[src/design/ilir_pkg.sv]
`timescale 1ns / 1ps
// Shared sizes, codes and the command type for the indexed list.
// No dependencies; used by every module of the block.
package ilir_pkg;

  localparam int CAPACITY   = 64;
  localparam int ELEM_WIDTH = 32;
  localparam int IDX_W      = $clog2(CAPACITY);
  localparam int CNT_W      = $clog2(CAPACITY + 1);
  localparam int POS_W      = (CNT_W > 8) ? CNT_W : 8;

  localparam logic [1:0] OP_INSERT = 2'd0;
  localparam logic [1:0] OP_REMOVE = 2'd1;
  localparam logic [1:0] OP_READ   = 2'd2;

  localparam logic [1:0] ST_OK       = 2'd0;
  localparam logic [1:0] ST_FULL     = 2'd1;
  localparam logic [1:0] ST_EMPTY    = 2'd2;
  localparam logic [1:0] ST_RANGE    = 2'd3;

  typedef logic [ELEM_WIDTH-1:0] elem_t;

  typedef struct packed {
    logic             insert;
    logic             remove;
    logic [IDX_W-1:0] at;
    elem_t            value;
  } cmd_t;

endpackage

[src/design/ilir_cell.sv]
`timescale 1ns / 1ps
// One list slot: holds an entry, opens or closes the gap at the command position.
// Depends on ilir_pkg for the command type and sizes.
module ilir_cell (
  input  logic                      clk_i,
  input  logic [ilir_pkg::IDX_W-1:0] idx_i,
  input  ilir_pkg::cmd_t            cmd_i,
  input  ilir_pkg::elem_t           lower_i,
  input  ilir_pkg::elem_t           upper_i,
  output ilir_pkg::elem_t           data_o
);

  ilir_pkg::elem_t data_q, data_d;

  always_comb begin
    data_d = data_q;
    if (cmd_i.insert) begin
      if (idx_i > cmd_i.at) begin
        data_d = lower_i;
      end else if (idx_i == cmd_i.at) begin
        data_d = cmd_i.value;
      end
    end else if (cmd_i.remove) begin
      if (idx_i >= cmd_i.at) begin
        data_d = upper_i;
      end
    end
  end

  always_ff @(posedge clk_i) begin
    data_q <= data_d;
  end

  assign data_o = data_q;

endmodule

[config.mk]
export PLATFORM = sky130hd
export DESIGN_NAME = ilir_cell
export DESIGN_NICKNAME = d
export VERILOG_FILES = /design/src/design/ilir_pkg.sv /design/src/design/ilir_cell.sv
export SDC_FILE = /design/constraint.sdc
export NUM_CORES = 1
export LEC_CHECK = 0
export BUFFER_PORTS_ARGS = -buffer_cell sky130_fd_sc_hd__buf_2
export CAP_MARGIN = 20
export CORE_UTILIZATION = 40
export DETAILED_ROUTE_END_ITERATION = 12
export PLACE_DENSITY = 0.8
export REMOVE_ABC_BUFFERS = 1
export SETUP_SLACK_MARGIN = 0.15
export SYNTH_ARGS = -nofsm -noshare
export SYNTH_HDL_FRONTEND = slang
export SYNTH_SLANG_ARGS = --single-unit
[constraint.sdc]
create_clock -name clk_i -period 2.37 [get_ports clk_i]
set_clock_uncertainty 0.15 [all_clocks]
set_input_delay 0 -clock clk_i [delete_from_list [all_inputs] [get_ports clk_i]]
set_output_delay 0 -clock clk_i [all_outputs]
set_load 0.01 [all_outputs]
==> impl_metrics.py, run 1 <==
metrics = {
    "floorplan": {
        "die_h_um": 69.93,
        "num_rows": 24,
        "ioPinCount": 143,
        "initial_core_util": 0.4209,
        "core_area_mm2": 0.004384,
        "die_x_um": 69.93,
        "die-area_mm2": 0.004890,
    },
    "run_status": {
        "outcome": "finished clean",
    },
    "clock_tree": {
        "cts_buffers": 5,
        "ctsRootBufferMaster": "clkbuf_8",
        "cts_sinks": 32,
        "cts_tree": "done",
        "htreeDepth": 2,
        "cts_buffer_depth": 2,
        "clk_pin_slew_ns": 0.08,
        "postCtsSetupBuffers": 0,
        "cts_resized": 0,
    },
    "timing": {
        "hold-worst-slack_ns": 0.001314,
        "setup_viol": 0,
        "tns_ns": 0,
        "slew_headroom": 0.6458,
        "post-route-period-util": 0.8031,
        "rsz0062_at_grt": "no",
        "finalMaxSlewViolations": 0,
        "min_period_ns": 1.903,
        "fmax_ghz": 0.5254,
        "hold_viol": 0,
        "worstMarginPinSlew_ns": 0.5297,
    },
    "final_layout": {
        "regArea_um2": 960.9,
        "fillers": 253,
        "diodes": 0,
        "largest_reg_flops": 32,
        "stdcell_area_mm2": 0.003617,
        "multi_input_area_um2": 797.0,
        "syn2layout_area_growth_pct": 96.00,
        "fin_nets": 493,
        "drive_gt1_frac": 0.4987,
    },
    "synthesis": {
        "synth_compound_area_frac": 0.2461,
        "yosys_warnings": 0,
        "yosys.area.top_type": "edfxtp_1",
        "synthAdderAreaFrac": 0.04068,
        "synthCells": 142,
        "ys_ff_latch": 32,
        "synth_top_family_by_area": "compound AO/OA/AOI/OAI gates",
        "avgSynthCellArea_um2": 13.00,
        "synth_area_leaders": "edfxtp_1 52%, o221a_1 18%, or2_2 11%",
        "yosys.area_share.simple": 0.1417,
        "synthXorXnorAreaFrac": 0,
        "yosys.area.top_type_share": 0.5207,
        "yosysSeqAreaShare": 0.5207,
        "synth.area.mux_share": 0,
        "mappedNetlistArea_mm2": 0.001846,
        "ys_types": 25,
    },
    "pwr": {
        "powerDensity_mw_per_mm2": 518.8,
        "power_leakage_nw": 1.626,
        "peakVddDrop_uv": 282.2,
        "power_mw": 1.876,
    },
    "worst_setup_path": {
        "crit_arrival_ns": 1.89,
        "path_max_fanout": 14,
        "endpoint_kind": "register",
        "cp-start-kind": "primary input",
        "crit_type": "in -> reg",
        "required_ns": 2.35,
    },
    "routing": {
        "ant_nets": 0,
        "drtPass1Iterations": 4,
        "vias": 2246,
        "drt-total-wl_mm": 7.516,
        "drc": 0,
        "avgRoutedWirePerCell_um": 17.52,
        "drt-initial-drc-count": 168,
        "routed_via_density": 5.235,
    },
    "global_route": {
        "antenna_found_initial": 0,
        "grt_pass1_wl_mm": 11.47,
        "grt_pass1_vias": 2341,
        "grt_max_degree": 33,
        "grt.total_usage": 0.3087,
        "overflow": 0,
    },
    "placed_design": {
        "gp_congestion": 0.7780,
        "io_buffer_count": 142,
        "place_hpwl_mm": 3.869,
        "dpl-instance-area_mm2": 0.002610,
    },
    "flow_run": {
        "drv_cap": 0,
    },
    "min_path": {
        "hold_class": "in -> reg",
    },
}
logic make-up after synthesis:
group           count (synthesis)
compound gates                 44
simple gates                   42
flops                          32
buf+inv                        18
fa+ha+maj                       6
metrics by stage:
| step | utilization | setup slack, ns | instances |
|---|---|---|---|
| 2_1_floorplan | - | -0.2141 | 133 |
| 3_3_place_gp | 0.5953 | 0.3572 | 331 |
| 3_5_place_dp | 0.5953 | 0.2729 | 331 |
| 4_1_cts | 0.8251 | 0.5639 | 429 |
| 5_1_grt | 0.8251 | 0.4162 | 429 |
| 6_report | 0.8251 | 0.4668 | 429 |
report_power, final:
part | total, mW | switching [mW] | internal (mW)
clock network | 0.518 | 0.212 | 0.306
registers | 0.767 | 0.0277 | 0.740
logic | 0.591 | 0.266 | 0.325
synth_stat cells, drive strengths merged:
cell	count
a211o	1
a21oi	5
a31oi	1
and3	1
and3b	1
buf	6
clkbuf	3
edfxtp	32
ha	6
inv	9
nand2	2
nand2b	2
nand4	1
nor2	1
nor2b	1
nor3	2
o21a	2
o21ai	1
o21bai	1
o221a	31
o32ai	1
o41ai	1
or2	31
final timing paths:
kind / from / to / slack (ns) / depth (start not counted)
hold / removal: upper_i[23] / data_o[23]$_DFFE_PP_ / 0.001 / 3
setup / recovery: cmd_i[35] / data_o[16]$_DFFE_PP_ / 0.47 / 8
critical path: stages:
cell	delay (ns)
buf_2	0.07
inv_1	0.03
ha_1	0.32
nand4_2	0.18
o21bai_4	0.23
a31oi_2	0.49
buf_4	0.30
o221a_1	0.25
final cells by class:
cell class | instances | share of cell area
timing repair buffer | 236 | 0.4573
sequential | 32 | 0.2657
multi-input combinational | 92 | 0.2203
clock buffer | 5 | 0.01902
tap | 52 | 0.01799
clock inverter | 3 | 0.01038
inverter | 9 | 0.009339
cells in the final DEF, fill, tap and decap left out, types with 2 or more instances in the layout:
| master | synthesis | routed |
|---|---|---|
| or2_2 | 31 | 31 |
| buf_4 | 0 | 3 |
| clkbuf_8 | 0 | 5 |
| ha_1 | 6 | 6 |
| nand2_1 | 2 | 2 |
| o21a_1 | 2 | 2 |
| dlygate4sd3_1 | 0 | 90 |
| nand2b_1 | 2 | 2 |
| buf_2 | 3 | 142 |
| clkinv_1 | 0 | 2 |
| a21oi_1 | 5 | 5 |
| nor3_1 | 2 | 2 |
| edfxtp_1 | 32 | 32 |
| o221a_1 | 30 | 30 |
| inv_1 | 9 | 9 |
routing by layer:
metal / up-vias / share of wire / global-route usage
met5: - / 0 / 0
met4: 0 / 0.031 / 0.1222
met3: 26 / 0.088 / 0.08514
met2: 151 / 0.52 / 0.5812
met1: 1036 / 0.36 / 0.3196
li1: 1033 / - / -
repair_timing:
item                       CTS  global route
hold endpoints to repair    32             0
hold buffers                90             0
setup endpoints to repair    0             0
Power figures use the tool's default switching activity.
==> inputs of run 2 (changes only) <==
CORE_UTILIZATION = 36   (was 40)
PLACE_DENSITY = 0.76   (was 0.8)
clock period = 1.5 ns   (was 2.37 ns; I/O delays follow)
==> run 2 against run 1 <==
  * The flow now finishes with violations (negative hold slack, negative setup slack)
  * Worst hold slack got worse by 0.0067 ns
  * Core utilization rose by 0.14 points
  * Critical path depth fell by 1
  * Combinational power rose by 95%
  * Total power rose by 59%
  * Wire length rose by 19%
  * Final area rose by 10%
==> impl_metrics.py, run 2 (same netlist as run 1, synthesis figures left out) <==
metrics = {
    "placed_design": {
        "dpl-instance-area_mm2": 0.002674,
        "io_buffer_count": 142,
        "gp_congestion": 0.8730,
        "dpl.cell_count": 352,
        "place_hpwl_mm": 4.027,
    },
    "pwr": {
        "peakVddDrop_uv": 371.9,
        "power_leakage_nw": 1.726,
        "powerDensity_mw_per_mm2": 749.6,
        "power_mw": 2.984,
    },
    "routing": {
        "routed_via_density": 5.244,
        "avgRoutedWirePerCell_um": 19.68,
        "drt-initial-drc-count": 199,
        "vias": 2381,
        "drc": 0,
        "drt-total-wl_mm": 8.935,
        "drtPass1Iterations": 4,
        "ant_nets": 0,
    },
    "clock_tree": {
        "cts_buffers": 5,
        "ctsRootBufferMaster": "clkbuf_8",
        "cts_sinks": 32,
        "htreeDepth": 2,
        "cts_tree": "done",
        "clk_pin_slew_ns": 0.06,
        "cts_buffer_depth": 2,
    },
    "final_layout": {
        "largest_reg_flops": 32,
        "fin_nets": 504,
        "drive_gt1_frac": 0.5788,
        "finalCoreUtilization": 0.8265,
        "diodes": 0,
        "fillers": 271,
        "stdcell_area_mm2": 0.003981,
        "final_common_cell": "buf_2",
        "final_cell_mix": "134 x buf_2, 85 x dlygate4sd3_1, 32 x edfxtp_1, 31 x or2_2, 30 x o221a_1",
        "final_cells": 454,
        "syn2layout_area_growth_pct": 115.7,
    },
    "worst_setup_path": {
        "crit_arrival_ns": 1.44,
        "crit_family": "compound AO/OA/AOI/OAI gates",
        "crit_type": "in -> reg",
        "path_max_fanout": 8,
        "endpoint_kind": "register",
        "cp-start-kind": "primary input",
        "path_cells": "buf_6 > inv_4 > ha_4 > nand4_4 > o21bai_4 > a211o_4 > o221a_1",
        "slowest_stage": "a211o_4",
        "cp_num_buf_inv": 2,
        "required_ns": 1.38,
        "cp_slowest_stage_delay_ns": 0.42,
    },
    "min_path": {
        "hold_class": "in -> reg",
    },
    "global_route": {
        "antenna_found_initial": 0,
        "overflow": 0,
        "grt_pass1_wl_mm": 12.56,
        "grt_max_degree": 33,
        "grt_pass1_vias": 2456,
        "grt.total_usage": 0.3225,
    },
    "timing": {
        "rsz0062_at_grt": "yes",
        "hold-worst-slack_ns": -0.005434,
        "setup_slack_ns": -0.06242,
        "post-route-period-util": 1.042,
        "fmax_ghz": 0.6400,
        "hold_viol": 3,
        "min_period_ns": 1.562,
        "worstMarginPinSlew_ns": 0.4109,
        "setup_viol": 27,
        "slew_headroom": 0.7225,
        "finalMaxSlewViolations": 0,
    },
    "floorplan": {
        "core_area_mm2": 0.004817,
        "die-area_mm2": 0.005417,
        "num_rows": 25,
        "initial_core_util": 0.3831,
        "die_x_um": 73.60,
        "ioPinCount": 143,
        "die_h_um": 73.60,
    },
    "run_status": {
        "outcome": "complete, but fails checks",
        "violations": "negative hold slack, negative setup slack",
    },
    "flow_run": {
        "drv_cap": 0,
    },
}
==> run 2: stage by stage <==
| step | hold WS, ns | setup WS (ns) | setup TNS (ns) |
|---|---|---|---|
| after floorplan | 0.05468 | -1.084 | -49.75 |
| after global placement | 0.1897 | -0.4281 | -22.05 |
| after detailed placement | 0.1893 | -0.4936 | -24.87 |
| after CTS | 0.0006309 | -0.03847 | -0.1686 |
| after global routing | 0.003401 | -0.1016 | -1.546 |
| final | -0.005434 | -0.06242 | -0.7868 |
==> run 2: layer usage <==
layer | up-vias | share of wire | wire, um | global-route usage
li1 | 1066 | - | - | -
met1 | 1129 | 0.35 | 3096 | 0.3404
met2 | 158 | 0.53 | 4777 | 0.5963
met3 | 28 | 0.089 | 797 | 0.08916
met4 | 0 | 0.030 | 264 | 0.1368
met5 | - | 0 | 0 | 0
==> run 2: cell type report <==
class | count | area, um^2 | share of cell area
multi-input cells | 95 | 1006 | 0.2527
flip-flops and latches | 32 | 960.9 | 0.2414
well taps | 67 | 83.83 | 0.02106
repair buffers | 244 | 1813 | 0.4554
clock inverters | 2 | 7.507 | 0.001886
inverters | 9 | 41.29 | 0.01037
clock buffers | 5 | 68.82 | 0.01728
==> run 2: final timing paths <==
check	start	end	slack (ns)	cells after the start
setup / recovery	cmd_i[35]	data_o[17]$_DFFE_PP_	-0.06	7
hold / removal	upper_i[3]	data_o[3]$_DFFE_PP_	-0.005	3
==> run 2: timing repair <==
item	4_1_cts	5_1_grt
hold endpoints to repair	32	0
hold buffers	85	0
resized for setup	42	10
endpoints found under the setup margin	63	64
setup buffers	1	1
cloned	5	3
pin swaps	17	23
==> run 2: power by group <==
group	internal, mW	switching, mW
clock	0.306	0.317
combinational	0.645	0.508
sequential	1.17	0.0408
==> inputs of run 3 (changes only) <==
CELL_PAD_IN_SITES_DETAIL_PLACEMENT = 1   (was unset)
CELL_PAD_IN_SITES_GLOBAL_PLACEMENT = 1   (was unset)
CORE_UTILIZATION = 26   (was 36)
==> run 3 against run 2 <==
  * The flow finishes with violations (negative setup slack)
  * Wire length rose by 14%
  * Die area increased by 37%
  * Non-clock buffer count rose by 13
==> impl_metrics.py, run 3 (same netlist as run 1, synthesis figures left out) <==
metrics = {
    "run_status": {
        "outcome": "complete, but fails checks",
        "violations": "negative setup slack",
    },
    "pwr": {
        "power_leakage_nw": 1.891,
        "pwr-share-seq": 0.357,
        "switching_share": 0.2769,
        "clkPwrFrac": 0.244,
        "peakVddDrop_uv": 408.5,
        "p_int_mw": 2.445,
        "power_frac_comb": 0.399,
        "powerDensity_mw_per_mm2": 771.0,
        "power.switching_mw": 0.9363,
    },
    "routing": {
        "avgRoutedWirePerCell_um": 20.37,
        "vias": 2394,
        "drc": 0,
        "drtPass1Iterations": 4,
        "routed_via_density": 4.807,
        "ant_nets": 0,
        "drt-initial-drc-count": 80,
        "drt-total-wl_mm": 10.14,
    },
    "final_layout": {
        "syn2layout_area_growth_pct": 137.6,
        "largest_reg_flops": 32,
        "fin_nets": 516,
        "stdcell_area_mm2": 0.004385,
        "fillers": 738,
        "final_cells": 498,
        "final_common_cell": "buf_2",
        "regArea_um2": 960.9,
        "drive_gt1_frac": 0.6075,
        "multi_input_area_mm2": 0.001055,
        "final_cell_mix": "131 x buf_2, 86 x dlygate4sd3_1, 32 x edfxtp_1, 31 x or2_2, 30 x o221a_1",
    },
    "global_route": {
        "grt.total_usage": 0.2573,
        "grt_pass1_wl_mm": 14.08,
        "grt_pass1_vias": 2811,
        "antenna_found_initial": 1,
        "overflow": 0,
        "grt_max_degree": 19,
    },
    "worst_setup_path": {
        "path_max_fanout": 5,
        "crit_type": "in -> reg",
        "required_ns": 1.38,
        "crit_family": "buffers and inverters",
        "crit_arrival_ns": 1.52,
        "cp_slowest_stage_delay_ns": 0.25,
        "cp_num_buf_inv": 7,
        "cp-start-kind": "primary input",
        "path_cells": "buf_6 > inv_4 > ha_4 > buf_6 > nand2_4 > buf_6 > nor3_4 > buf_6 > a31oi_4 > buf_12 > clkbuf_16 > o221a_1",
        "crit_top_cell": "buf_6",
        "slowest_stage": "ha_4",
        "endpoint_kind": "register",
    },
    "timing": {
        "post-route-period-util": 1.093,
        "hold_viol": 0,
        "setup_viol": 31,
        "slew_headroom": 0.7429,
        "fmax_ghz": 0.6101,
        "setup_slack_ns": -0.1391,
        "worstMarginPinSlew_ns": 0.3853,
        "finalMaxSlewViolations": 0,
        "min_period_ns": 1.639,
        "rsz0062_at_grt": "yes",
    },
    "clock_tree": {
        "ctsRootBufferMaster": "clkbuf_8",
        "cts_tree": "done",
        "clk_pin_slew_ns": 0.07,
        "htreeDepth": 2,
        "cts_buffer_depth": 2,
        "cts_buffers": 5,
        "cts_sinks": 32,
    },
    "floorplan": {
        "die_x_um": 86.25,
        "num_rows": 30,
        "ioPinCount": 143,
        "initial_core_util": 0.2701,
        "die_h_um": 86.25,
        "core_area_mm2": 0.006832,
        "die-area_mm2": 0.007439,
    },
    "flow_run": {
        "drv_cap": 0,
    },
    "min_path": {
        "hold_class": "in -> reg",
    },
    "placed_design": {
        "dpl.cell_count": 387,
        "dpl-instance-area_mm2": 0.002801,
        "gp_congestion": 0.7138,
        "io_buffer_count": 142,
        "place_hpwl_mm": 4.775,
    },
}
run 3: what timing repair did:
item,in CTS,in global routing
hold buffers,86,0
buffers inserted,4,3
pin swaps,8,37
endpoints found under the setup margin,64,64
resized for setup,53,15
endpoints found under the hold margin,32,0
gates cloned,4,4
run 3: through the flow:
stage,util,setup TNS (ns),hold WS [ns],total power [mW],setup WS (ns)
after global placement,0.4101,-21.16,0.1870,1.990,-0.4347
after global routing,0.6416,-4.230,0.009182,3.523,-0.1636
final,0.6419,-3.056,0.0002809,3.381,-0.1391
after detailed placement,0.4101,-23.66,0.1912,2.020,-0.4551
after CTS,0.6095,-0.5899,0.0003617,3.228,-0.02854
after floorplan,-,-49.75,0.05468,1.564,-1.084
run 3: final cells by class:
type | count | area share
well taps | 96 | 0.02739
diodes | 2 | 0.001141
flip-flops and latches | 32 | 0.2191
repair buffers | 257 | 0.4773
multi-input cells | 94 | 0.2405
inverters | 9 | 0.009986
clock buffers | 6 | 0.01655
clock inverters | 2 | 0.007989
run 3: metal layers:
layer / up-vias / share of wire / GRT usage / wire [um]
li1: 1092 / - / - / -
met5: - / 0 / 0 / 0
met4: 0 / 0.037 / 0.1273 / 373
met3: 31 / 0.043 / 0.04476 / 440
met2: 114 / 0.58 / 0.5332 / 5916
met1: 1157 / 0.34 / 0.2354 / 3412
run 3: power groups by stage:
stage,combinational [mW],sequential (mW),clock (mW)
3_3_place_gp,0.775,1.21,0
3_5_place_dp,0.798,1.22,0
5_1_grt,1.42,1.22,0.879
6_report,1.35,1.21,0.824
2_1_floorplan,0.258,1.31,0
4_1_cts,1.19,1.20,0.838
run 3: path summary, 6_finish.rpt:
check                   start                    to  slack [ns]  cells past startpoint
setup / recovery    cmd_i[33]   data_o[9]$_DFFE_PP_       -0.14                     12
hold / removal    upper_i[18]  data_o[18]$_DFFE_PP_      0.0003                      3
run 3: tightest hold or removal path, delay by kind of cell:
family | cells | cell delay [ns]
AO/OA/AOI/OAI | 1 | 0.15
AND/OR/NAND/NOR | 1 | 0.09
buffers and inverters | 1 | 0.07
